### config.mk
export PLATFORM = sky130hd
export DESIGN_NAME = nnls_search
export DESIGN_NICKNAME = d
export VERILOG_FILES = /design/src/rtl/nnls_pkg.sv /design/src/rtl/nnls_search.sv
export SDC_FILE = /design/constraint.sdc
export NUM_CORES = 1
export LEC_CHECK = 0
export BUFFER_PORTS_ARGS = -buffer_cell sky130_fd_sc_hd__buf_4
export CAP_MARGIN = 30
export CORE_ASPECT_RATIO = 1.75
export CORE_MARGIN = 2
export CORE_UTILIZATION = 55
export CTS_BUF_LIST = sky130_fd_sc_hd__clkbuf_4
export CTS_CLUSTER_SIZE = 28
export DETAILED_ROUTE_END_ITERATION = 7
export PLACE_DENSITY_LB_ADDON = 0.12
export RECOVER_POWER = 25
export SETUP_SLACK_MARGIN = 0.1
export SLEW_MARGIN = 20
export SYNTH_ARGS = -nofsm -noshare
export SYNTH_HDL_FRONTEND = slang
export SYNTH_SLANG_ARGS = --single-unit
### constraint.sdc
create_clock -name clk -period 4.4 [get_ports clk]
set_input_delay 0.44 -clock clk [delete_from_list [all_inputs] [get_ports clk]]
set_output_delay 0.44 -clock clk [all_outputs]
set_load 0.005 [all_outputs]
### src/rtl/nnls_pkg.sv
// ----------------------------------------------------------------------------
// nnls_pkg
// Shared constants, codes and types of the nearest-neighbour linear search.
// ----------------------------------------------------------------------------
`default_nettype none

package nnls_pkg;

	localparam int MAX_ENTRIES = 1024;
	localparam int MAX_DIM     = 16;

	// port widths
	localparam int KIND_W    = 2;
	localparam int ENTRY_W   = 10;
	localparam int DIMIDX_W  = 4;
	localparam int ELEM_W    = 8;
	localparam int DIMS_W    = 5;
	localparam int COUNT_W   = 11;
	localparam int MODE_W    = 1;
	localparam int BEST_W    = 20;
	localparam int CFG_IDX_W = 2;
	localparam int CFG_DAT_W = 11;

	// internal widths
	localparam int ENT_W   = (MAX_ENTRIES > 1) ? $clog2(MAX_ENTRIES) : 1;
	localparam int CNT_W   = $clog2(MAX_ENTRIES + 1);
	localparam int DIM_W   = (MAX_DIM > 1) ? $clog2(MAX_DIM) : 1;
	localparam int DCNT_W  = $clog2(MAX_DIM + 1);
	localparam int MEM_DEPTH = MAX_ENTRIES * MAX_DIM;
	localparam int ADDR_W  = $clog2(MEM_DEPTH);
	localparam int TERM_W  = 2 * ELEM_W;
	localparam int RAW_W   = $clog2(MAX_DIM * 65025 + 1);
	localparam int DIST_W  = (RAW_W > BEST_W) ? RAW_W : BEST_W;

	localparam logic [DIST_W-1:0] DIST_MAX = DIST_W'((64'd1 << BEST_W) - 64'd1);

	// item kinds
	localparam logic [KIND_W-1:0] KIND_DATA   = 2'd0;
	localparam logic [KIND_W-1:0] KIND_QUERY  = 2'd1;
	localparam logic [KIND_W-1:0] KIND_SEARCH = 2'd2;

	// register indexes
	localparam logic [CFG_IDX_W-1:0] REG_DIMENSIONS  = 2'd0;
	localparam logic [CFG_IDX_W-1:0] REG_ENTRY_COUNT = 2'd1;
	localparam logic [CFG_IDX_W-1:0] REG_DIST_MODE   = 2'd2;

	// distance modes
	localparam logic [MODE_W-1:0] MODE_EUCLID_SQ = 1'b0;
	localparam logic [MODE_W-1:0] MODE_MANHATTAN = 1'b1;

	typedef struct packed {
		logic              ds_we;
		logic              q_we;
		logic [ADDR_W-1:0] ds_addr;
		logic [DIM_W-1:0]  q_addr;
		logic [ELEM_W-1:0] data;
	} mem_wr_t;

	typedef struct packed {
		logic              en;
		logic [ADDR_W-1:0] ds_addr;
		logic [DIM_W-1:0]  q_addr;
	} mem_rd_t;

endpackage

`default_nettype wire

### src/rtl/nnls_search.sv
// ----------------------------------------------------------------------------
// nnls_search
// Search sequencer: walks every element of every entry, accumulates the
// distance through a short pipeline and keeps the running minimum.
// ----------------------------------------------------------------------------
`default_nettype none

module nnls_search
	import nnls_pkg::*;
(
	input  wire logic                 clk,
	input  wire logic                 arst_n,
	input  wire logic                 go,
	input  wire logic  [DIMS_W-1:0]   dimensions,
	input  wire logic  [COUNT_W-1:0]  entry_count,
	input  wire logic  [MODE_W-1:0]   distance_mode,
	output mem_rd_t                   rd,
	input  wire logic  [ELEM_W-1:0]   ds_rdata,
	input  wire logic  [ELEM_W-1:0]   q_rdata,
	output logic                      busy,
	output logic                      done,
	output logic       [ENTRY_W-1:0]  nearest_index,
	output logic       [BEST_W-1:0]   best_distance,
	output logic                      found
);

	typedef enum logic [1:0] {S_IDLE, S_RUN, S_DRAIN} state_t;

	state_t              state_q;
	logic [CNT_W-1:0]    ent_q;
	logic [DIM_W-1:0]    dim_q;
	logic [CNT_W-1:0]    count_q;
	logic [DCNT_W-1:0]   nd_q;
	logic                zero_q;
	logic [MODE_W-1:0]   mode_q;
	logic                have_q;
	logic [DIST_W-1:0]   best_q;
	logic [ENT_W-1:0]    bidx_q;
	logic [DIST_W-1:0]   acc_q;
	logic                done_q;
	logic                found_q;
	logic [ENTRY_W-1:0]  idx_q;
	logic [BEST_W-1:0]   dist_q;

	logic                v_s1, first_s1, last_s1;
	logic [ENT_W-1:0]    ent_s1;
	logic                v_s2, first_s2, last_s2;
	logic [ENT_W-1:0]    ent_s2;
	logic [TERM_W-1:0]   term_s2;

	logic [CNT_W-1:0]    count_eff;
	logic [DCNT_W-1:0]   dims_eff;
	logic                last_dim, last_ent;
	logic [ELEM_W-1:0]   diff;
	logic [TERM_W-1:0]   term;
	logic [DIST_W-1:0]   sum;
	logic                better;
	logic [DIST_W-1:0]   best_sat;

	assign count_eff = (32'(entry_count) > MAX_ENTRIES) ? CNT_W'(MAX_ENTRIES)
	                                                    : CNT_W'(entry_count);
	assign dims_eff  = (32'(dimensions) > MAX_DIM) ? DCNT_W'(MAX_DIM)
	                                               : DCNT_W'(dimensions);

	assign last_dim = (DCNT_W'(dim_q) + DCNT_W'(1)) == nd_q;
	assign last_ent = (ent_q + CNT_W'(1)) == count_q;

	assign rd.en      = (state_q == S_RUN);
	assign rd.ds_addr = ADDR_W'(ent_q[ENT_W-1:0]) * ADDR_W'(MAX_DIM) + ADDR_W'(dim_q);
	assign rd.q_addr  = dim_q;

	// distance term
	always_comb begin
		diff = (q_rdata >= ds_rdata) ? (q_rdata - ds_rdata) : (ds_rdata - q_rdata);
		if (zero_q) begin
			term = '0;
		end else if (mode_q == MODE_MANHATTAN) begin
			term = TERM_W'(diff);
		end else begin
			term = TERM_W'(diff) * TERM_W'(diff);
		end
	end

	assign sum      = (first_s2 ? '0 : acc_q) + DIST_W'(term_s2);
	assign better   = !have_q || (sum < best_q);
	assign best_sat = (best_q > DIST_MAX) ? DIST_MAX : best_q;

	always_ff @(posedge clk or negedge arst_n) begin
		if (!arst_n) begin
			v_s1 <= 1'b0;
			v_s2 <= 1'b0;
		end else begin
			v_s1 <= (state_q == S_RUN);
			v_s2 <= v_s1;
		end
	end

	always_ff @(posedge clk) begin
		first_s1 <= (dim_q == '0);
		last_s1  <= last_dim;
		ent_s1   <= ent_q[ENT_W-1:0];
		first_s2 <= first_s1;
		last_s2  <= last_s1;
		ent_s2   <= ent_s1;
		term_s2  <= term;
		if (v_s2) begin
			acc_q <= sum;
		end
	end

	always_ff @(posedge clk or negedge arst_n) begin
		if (!arst_n) begin
			state_q <= S_IDLE;
			ent_q   <= '0;
			dim_q   <= '0;
			count_q <= '0;
			nd_q    <= '0;
			zero_q  <= 1'b0;
			mode_q  <= MODE_EUCLID_SQ;
			have_q  <= 1'b0;
			best_q  <= '0;
			bidx_q  <= '0;
			done_q  <= 1'b0;
			found_q <= 1'b0;
			idx_q   <= '0;
			dist_q  <= '0;
		end else begin
			done_q <= 1'b0;
			if (v_s2 && last_s2 && better) begin
				best_q <= sum;
				bidx_q <= ent_s2;
				have_q <= 1'b1;
			end
			unique case (state_q)
				S_IDLE: begin
					if (go) begin
						if (count_eff == '0) begin
							done_q  <= 1'b1;
							found_q <= 1'b0;
							idx_q   <= '0;
							dist_q  <= '0;
						end else begin
							state_q <= S_RUN;
							ent_q   <= '0;
							dim_q   <= '0;
							count_q <= count_eff;
							nd_q    <= (dims_eff == '0) ? DCNT_W'(1) : dims_eff;
							zero_q  <= (dims_eff == '0);
							mode_q  <= distance_mode;
							have_q  <= 1'b0;
						end
					end
				end
				S_RUN: begin
					if (last_dim) begin
						dim_q <= '0;
						ent_q <= ent_q + CNT_W'(1);
						if (last_ent) begin
							state_q <= S_DRAIN;
						end
					end else begin
						dim_q <= dim_q + DIM_W'(1);
					end
				end
				S_DRAIN: begin
					if (!v_s1 && !v_s2) begin
						state_q <= S_IDLE;
						done_q  <= 1'b1;
						found_q <= have_q;
						idx_q   <= ENTRY_W'(bidx_q);
						dist_q  <= best_sat[BEST_W-1:0];
					end
				end
				default: begin
					state_q <= S_IDLE;
				end
			endcase
		end
	end

	assign busy          = (state_q != S_IDLE);
	assign done          = done_q;
	assign found         = found_q;
	assign nearest_index = idx_q;
	assign best_distance = dist_q;

endmodule

`default_nettype wire

## After elaboration in Yosys (flattened, before gate mapping)

Cells that the tools add are included.

| operators by class | value |
|---|---|
| add/sub/neg operators | 7 |
| multiply operators | 1 |
| order comparisons | 5 |
| eq/ne operators | 10 |
| multiplexer cells | 41 |
| bitwise gates (word level) | 1 |
| reductions and logical operators | 20 |

Operator list:

| cell | count |
|---|---|
| $mux W20 | 5 |
| $mux W11 | 4 |
| $pmux W20 S2 | 1 |
| $mux W10 | 3 |
| $pmux W11 S2 | 1 |
| $add A20 B16 Y20 | 1 |
| $gt A20 B20 Y1 const B | 1 |
| $lt A20 B20 Y1 | 1 |
| $pmux W10 S2 | 1 |
| $mul A8 B8 Y16 | 1 |
| $mux W8 | 2 |
| $sub A8 B8 Y8 | 2 |
| $add A14 B4 Y14 | 1 |
| $mux W4 | 3 |
| $add A11 B1 Y11 const B | 1 |
| $eq A11 B11 Y1 | 1 |
| $gt A11 B11 Y1 const B | 1 |
| $logic_not A11 Y1 | 1 |
| $mux W1 | 10 |
| $mux W2 | 5 |
| $mux W5 | 2 |
| $ge A8 B8 Y1 | 1 |
| $ne A2 B2 Y1 const B | 4 |
| $pmux W4 S2 | 1 |
| other kinds (21) | 31 |

| storage, ports and cells | value |
|---|---|
| flip-flop bits (word level) | 160 |
| input bits | 36 |
| output and inout bits | 52 |
| logic and storage cells | 110 |

## Depth between registers and ports, before layout

Gate-level depths: netlist of the first run.

| depth | value |
|---|---|
| depth after elaboration | 9 |
| gate-level depth with buffers | 27 |
| depth with buffers taken out | 27 |

## Worst setup path before layout of the first run

Ideal clock, no wire load.

| path | value |
|---|---|
| path type | input-to-reg |
| from | input port ds_rdata[0] |
| to | register term_s2[15] |
| setup time | 128 ps |
| data arrival time | 5925 ps |
| required time | 4272 ps |
| setup slack | -1652 ps |
| stages | 25 |
| path buffers | 1 |
| cells stage by stage | inv_1 -> ha_1 -> inv_1 -> fa_1 -> a21o_1 -> a2111oi_0 -> o32ai_1 -> a32oi_1 -> xor2_1 -> buf_4 -> nand2b_1 -> inv_1 -> fa_1 -> fa_1 -> inv_1 -> fa_1 -> fa_1 -> inv_1 -> ha_1 -> nand2_1 -> o21ai_0 -> a21oi_1 -> a311o_1 -> nor3_1 -> nor3b_2 |

| between the ends | value |
|---|---|
| word-level cells in the longest chain between the ends | 3 |
| elaborated cells between the ends (all ways) | 5 |
| those cells by class | add/sub (2); mul (1); order compare (1); mux (1) |

RTL lines:

| element | RTL line | text |
|---|---|---|
| start: declaration | nnls_search.sv:18 | `input wire logic [ELEM_W-1:0] ds_rdata,` |
| $sub A8 B8 Y8 / $ge A8 B8 Y1 (equally long branches) | nnls_search.sv:74 | `diff = (q_rdata >= ds_rdata) ? (q_rdata - ds_rdata) : (ds_rdata - q_rdata);` |
| $mux W8 (*) | nnls_search.sv:74 |  |
| $mul A8 B8 Y16 (*) | nnls_search.sv:80 | `term = TERM_W'(diff) * TERM_W'(diff);` |
| end signal: assignment | nnls_search.sv:105 | `term_s2 <= term;` |
| end: declaration | nnls_search.sv:49 | `logic [TERM_W-1:0] term_s2;` |

Mark *: on every way between the ends. The rest lies on a longest branch, timed or not.
A chain may end at the register's enable or synchronous reset.

## Final worst setup path of the first run

| path | value |
|---|---|
| from | input port ds_rdata[0] |
| to | register term_s2[14] |

The elaborated chain is that of the path after synthesis.

==> impl_metrics.env, run 1 <==
export IMPL_outcome="finished, violations left"
export IMPL_violations="capacitance limit, slew limit, setup timing"
export IMPL_routed_wl_um=24300
export IMPL_synth_edf_count=20
export IMPL_relSlewSlack_pct=-78.5
export IMPL_fin_ws_ps=-787
export IMPL_nNetsFinal=1426
export IMPL_worstPathArrival_ps=5670
export IMPL_top_usage_layer="met2"
export IMPL_fp_coreArea_mm2=0.0180
export IMPL_synth_area_leaders="dfrtp_1, ha_1, dfxtp_1"
export IMPL_clk_path_buf_depth=2
export IMPL_met1_usage_pct=27.1
export IMPL_setup_viol=40
export IMPL_avgSynthCellArea_um2=9.61
export IMPL_use_met2_pct=49.4
export IMPL_port_buffers=87
export IMPL_cap_violations=1
export IMPL_fin_crit_ps=5190
export IMPL_postSynthCellCount=1049
export IMPL_hold_path_class="primary input to register"
export IMPL_ant_nets=0
export IMPL_num_vias=8271
export IMPL_place_gp_congestion=0.921
export IMPL_grt_usage_pct=25.9
export IMPL_chipHeight_um=183
export IMPL_antenna_found_initial=1
export IMPL_critical_path_required_ps=4880
export IMPL_numCtsBuffers=17
export IMPL_die_area_mm2=0.0195
export IMPL_drtIter0Drc=311
export IMPL_ys_warn_count=0
export IMPL_clock_latency_ps=570
export IMPL_async_flop_share_pct=62.5
export IMPL_yosysMostFrequentCell="inv_1"
export IMPL_synth_area_mm2=0.0101
export IMPL_grt_pass1_vias=8564
export IMPL_num_rows=65
export IMPL_grt_overflow=0
export IMPL_synth_seq_area_share_pct=38.7
export IMPL_die_width_um=106
export IMPL_yosysUniqueCellTypes=76
export IMPL_synth_flop_cell="dfrtp_1"
export IMPL_gr_usage_met3_pct=3.06
export IMPL_grt_pass1_wl_um=40400
export IMPL_synth_top_area_share_pct=24.8
export IMPL_fin_hold_ws_ps=96.8
export IMPL_path_max_fanout=3
export IMPL_ioPinCount=88
export IMPL_critPathCaptureType="register"
export IMPL_first_pass_iters=5
export IMPL_place_hpwl_um=17300
export IMPL_worstMarginPinSlew_ps=2680
export IMPL_cts_sinks=160
export IMPL_fill_cells=1322
export IMPL_synthTopCellsByCount="inv_1, dfrtp_1, ha_1, o21ai_0, nor2_1"
export IMPL_synth_nets=1196
export IMPL_yosysTopAreaCell="dfrtp_1"
export IMPL_path_clk_slew_ps=150
export IMPL_fmax_mhz=193
export IMPL_slew_viol_final=61
export IMPL_grt_max_degree=73
export IMPL_fin_skew_ps=39.3
export IMPL_timing_final_crit_share_pct=118
export IMPL_initial_core_util_pct=56.1
export IMPL_cp_start_kind="primary input"
export IMPL_hold_viol=0
export IMPL_area_growth_pct=31.3
export IMPL_regArea_mm2=0.00391
export IMPL_rsz0062_at_grt="true"
export IMPL_drive_above_1_share_pct=34.3
export IMPL_crit_type="primary input to register"
export IMPL_clock_root_buffer="clkbuf_4"
export IMPL_htreeDepth=4
export IMPL_cts_tree="yes"
export IMPL_setup_tns_ps=-8950
export IMPL_via_per_inst=5.42
export IMPL_drc=0
export IMPL_ys_seq_elements=160
export IMPL_wl_per_cell_um=15.9
export IMPL_multi_input_area_mm2=0.00608
export IMPL_pre_cts_slack_ps=-1590
layout by cell type, fill, tap and decap left out, types with 7 or more instances in the layout:
cell | synthesis | layout
buf_6 | 2 | 13
nor3b_1 | 10 | 10
nor2b_1 | 24 | 19
edfxtp_1 | 20 | 20
ha_4 | 0 | 13
clkbuf_4 | 0 | 17
o21a_1 | 7 | 7
o21ai_0 | 69 | 64
nand2b_1 | 28 | 27
nand4_1 | 8 | 8
xor2_1 | 19 | 16
nor3_1 | 13 | 10
o31ai_1 | 8 | 7
inv_2 | 3 | 17
inv_1 | 131 | 114
fa_1 | 28 | 23
a21oi_2 | 0 | 14
dfxtp_1 | 40 | 39
nor2_1 | 64 | 55
buf_4 | 16 | 236
nand3_1 | 47 | 46
dfrtp_1 | 100 | 100
nand2_1 | 50 | 48
a21o_1 | 28 | 28
ha_1 | 83 | 68
mux2_4 | 0 | 28
mux2i_1 | 9 | 8
a21oi_1 | 46 | 30
xnor2_1 | 26 | 24
layout make-up:
cell class                      count  area share, %
Timing Repair Buffer              261           16.0
Sequential cell                   160           29.5
Multi-Input combinational cell    704           45.9
Tap cell                          234           2.21
Timing Repair inverter              1         0.0567
Clock buffer                       17          0.964
Antenna cell                        1         0.0189
Clock inverter                     15           1.22
Inverter                          134           4.05
registers in the layout (all words and copies together) (netlist names), 2 cells and up:
name and cells:
count_q 11, dim_q 4, nearest_index 10, state_q 2, term_s2 16, best_q 20, acc_q 20, ent_s1 10
ent_q 11, nd_q 5, ent_s2 10, best_distance 20, bidx_q 10
through the flow:
step	util, %	instances	cell area [µm²]
detailed placement	66.8	1454	12000
floorplan	-	1049	10300
global placement	66.8	1454	12000
finish	73.6	1527	13200
global route	73.6	1527	13200
CTS	72.4	1518	13000
final timing paths:
path                                    start                     end  slack [ps]  cells past startpoint
setup / recovery                  ds_rdata[0]  term_s2[14]$_SDFF_PP0_        -790                     26
hold / removal                  distance_mode      mode_q$_DFFE_PN0P_         100                      3
setup reg to reg           acc_q[0]$_DFFE_PP_   bidx_q[0]$_DFFE_PN0P_        -200                     19
hold reg to reg             ent_s1[6]$_DFF_P_       ent_s2[6]$_DFF_P_         310                      0
max in group asynchronous              arst_n   bidx_q[4]$_DFFE_PN0P_         720                      3
min in group asynchronous              arst_n   best_q[3]$_DFFE_PN0P_         470                      2
logic make-up (layout without fill, tap and decap cells):
| logic type | count (synthesis) | count (layout) | synth area share (%) |
|---|---|---|---|
| flops | 160 | 160 | 38.7 |
| other cells | 0 | 1 | 0 |
| mux | 41 | 41 | 4.47 |
| fa+ha+maj | 111 | 111 | 15.9 |
| simple gates | 288 | 288 | 15.0 |
| compound gates | 216 | 216 | 13.9 |
| xor+xnor | 48 | 48 | 4.39 |
| buf+inv | 185 | 428 | 7.68 |
metal layers:
layer  share of wire, %  up-vias
met2                 54      195
met1                 37     3972
li1                   -     4023
met4                5.6        0
met3                2.7       81
met5                  0        -
worst max-delay path, cell delays in order:
cell and delay (ps):
buf_12 110, inv_12 40, ha_4 110, inv_2 30, fa_2 340, a21o_1 230
a2111oi_4 310, o32ai_2 110, a32oi_1 250, xor2_1 150, buf_4 160, or2_1 230
fa_1 500, inv_2 50, fa_1 460, fa_1 490, inv_1 50, fa_1 360
inv_1 100, ha_4 210, a21o_1 200, a21o_1 180, a21o_1 170, a21oi_2 130
a21boi_1 80, nor3b_1 170
what timing repair did:
item,CTS,global route
endpoints found under the hold margin,0,11
gates resized for setup,103,38
hold buffers,0,1
pin swaps,71,52
endpoints found under the setup margin,41,42
cloned,4,0
setup buffers,31,9
Power of run 1 is not shown: default switching activity piles up to over one toggle a cycle in this logic, so the estimate is an artifact.
==> run 2, diff against run 1 <==
--- a/config.mk
+++ b/config.mk
@@ -13,9 +13,8 @@
 export CTS_BUF_LIST = sky130_fd_sc_hd__clkbuf_4
 export CTS_CLUSTER_SIZE = 28
 export DETAILED_ROUTE_END_ITERATION = 7
-export PLACE_DENSITY_LB_ADDON = 0.12
+export PLACE_DENSITY = 0.81
 export RECOVER_POWER = 25
-export SETUP_SLACK_MARGIN = 0.1
 export SLEW_MARGIN = 20
 export SYNTH_ARGS = -nofsm -noshare
 export SYNTH_HDL_FRONTEND = slang
==> run 2 against run 1 <==
Against the previous run:
- the flow still finishes with violations (capacitance limit, slew limit, setup timing)
- via count up 6.0%
- core utilization grew 0.17 points
- critical path depth is 1 lower
- clock skew shrank 15 ps
- maximum frequency decreased by 2.3%
- global-route usage fell by 0.51 points
- critical path type unchanged
==> impl_metrics.env, run 2 (synthesized netlist as in run 1, its figures left out) <==
export IMPL_place_gp_congestion=0.882
export IMPL_chipHeight_um=183
export IMPL_fin_ws_ps=-908
export IMPL_port_buffers=87
export IMPL_grt_overflow=0
export IMPL_reg2reg_from="acc_q[0]$_DFFE_PP_"
export IMPL_grt_usage_pct=25.4
export IMPL_antenna_found_initial=1
export IMPL_clock_latency_ps=580
export IMPL_num_vias=8768
export IMPL_fmax_mhz=188
export IMPL_clk_path_buf_depth=2
export IMPL_critPathCaptureType="register"
export IMPL_place_hpwl_um=18300
export IMPL_clock_root_buffer="clkbuf_4"
export IMPL_fin_skew_ps=24.6
export IMPL_grt_pass1_wl_um=39500
export IMPL_grt_pass1_vias=8632
export IMPL_layout_common_cells="buf_4, inv_1, dfrtp_1"
export IMPL_initial_core_util_pct=56.1
export IMPL_drc=0
export IMPL_dpl_cell_area_mm2=0.0120
export IMPL_rsz0062_at_grt="true"
export IMPL_path_clk_slew_ps=160
export IMPL_hold_path_class="primary input to register"
export IMPL_first_pass_iters=5
export IMPL_top_layer="met4"
export IMPL_outcome="finished, violations left"
export IMPL_routed_wl_um=28000
export IMPL_timing_final_crit_share_pct=121
export IMPL_numCtsBuffers=17
export IMPL_num_rows=65
export IMPL_die_area_mm2=0.0195
export IMPL_wl_met1_um=9430
export IMPL_cap_violations=1
export IMPL_grt_max_degree=64
export IMPL_cp_start_kind="primary input"
export IMPL_fp_coreArea_mm2=0.0180
export IMPL_via_per_inst=5.80
export IMPL_rr_worst_depth=18
export IMPL_hold_viol=0
export IMPL_reg2reg_slack_ps=-80
export IMPL_ant_nets=0
export IMPL_r2r_end="bidx_q[2]$_DFFE_PN0P_"
export IMPL_die_width_um=106
export IMPL_setup_viol=34
export IMPL_slew_viol_final=64
export IMPL_drtIter0Drc=430
export IMPL_violations="capacitance limit, slew limit, setup timing"
export IMPL_fin_area_mm2=0.0133
export IMPL_final_common_cell="buf_4"
export IMPL_drive_above_1_share_pct=35.0
export IMPL_wl_met3_um=1370
export IMPL_htreeDepth=4
export IMPL_relSlewSlack_pct=-129
export IMPL_nNetsFinal=1412
export IMPL_ioPinCount=88
export IMPL_setup_tns_ps=-8730
export IMPL_wl_met2_um=15300
export IMPL_cts_tree="yes"
export IMPL_fin_hold_ws_ps=53.3
export IMPL_fin_crit_ps=5310
export IMPL_critical_path_required_ps=4870
export IMPL_critPathLaunch="ds_rdata[0]"
export IMPL_crit_path_end="term_s2[15]$_SDFF_PP0_"
export IMPL_worstPathArrival_ps=5780
export IMPL_wl_per_cell_um=18.5
export IMPL_crit_type="primary input to register"
export IMPL_area_growth_pct=31.6
export IMPL_worstMarginPinSlew_ps=3440
export IMPL_path_max_fanout=3
export IMPL_cts_sinks=160
## run 2: changes by cell type in the layout (fill, tap and decap cells not counted), sizes merged
| cell | before | now |
|---|---|---|
| clkdlybuf4s25 | 1 | 0 |
| clkinvlp | 1 | 0 |
| inv | 142 | 140 |
| clkinv | 7 | 9 |
| buf | 258 | 244 |
| clkbuf | 18 | 20 |
## run 2: timing repair
item | in CTS | in global routing
buffers inserted | 5 | 18
resized for setup | 53 | 106
endpoints found under the hold margin | 62 | 0
hold buffers | 1 | 0
setup endpoints to repair | 41 | 41
cloned | 0 | 3
pin swaps | 43 | 66
## run 2: area by class of cell
| type | count | area (µm²) |
|---|---|---|
| Tap cell | 234 | 293 |
| Sequential cell | 160 | 3910 |
| Fill cell | 1138 | 4710 |
| Multi-Input combinational cell | 704 | 6180 |
| Inverter | 134 | 546 |
| Clock buffer | 17 | 128 |
| Antenna cell | 1 | 2.50 |
| Timing Repair Buffer | 248 | 2020 |
| Clock inverter | 15 | 186 |
## run 2: through the flow
stage / setup slack [ps] / utilization, % / cells
after floorplan: -1160 / - / 1049
after global placement: -1410 / 66.9 / 1455
after detailed placement: -1600 / 66.9 / 1455
after CTS: -795 / 70.2 / 1493
after global routing: -1090 / 73.8 / 1513
final: -908 / 73.8 / 1513
## run 2: how the worst min path moves through the flow
stage	from	end	slack, ps	depth (start not counted)
floorplan	arst_n	best_distance[0]$_DFFE_PN0P_	140	0
global placement	ent_s1[7]$_DFF_P_	ent_s2[7]$_DFF_P_	310	0
detailed placement	ent_s1[3]$_DFF_P_	ent_s2[3]$_DFF_P_	310	0
CTS	distance_mode	mode_q$_DFFE_PN0P_	20	3
global route	distance_mode	mode_q$_DFFE_PN0P_	50	3
finish	distance_mode	mode_q$_DFFE_PN0P_	50	3
## run 2: metal layers
| metal | global-route usage, % | up-vias |
|---|---|---|
| li1 | - | 4001 |
| met1 | 26.1 | 4239 |
| met2 | 48.9 | 388 |
| met3 | 3.66 | 140 |
| met4 | 12.7 | 0 |
| met5 | 0 | - |
## run 2: critical path, cell delays in order
cell and delay [ps]:
buf_12 110, inv_12 40, ha_4 110, inv_2 30, fa_2 330, a21o_1 210
a2111oi_4 380, o32ai_2 140, a32oi_1 240, xor2_1 240, nand2b_4 180, inv_2 40
fa_1 470, fa_1 510, inv_2 40, fa_1 490, fa_1 540, inv_2 50
ha_4 260, a21oi_4 160, o21ai_2 90, a21oi_2 210, a311o_1 230, o21ai_1 70
nor3b_2 150
Power of run 2 is left out for the same reason.
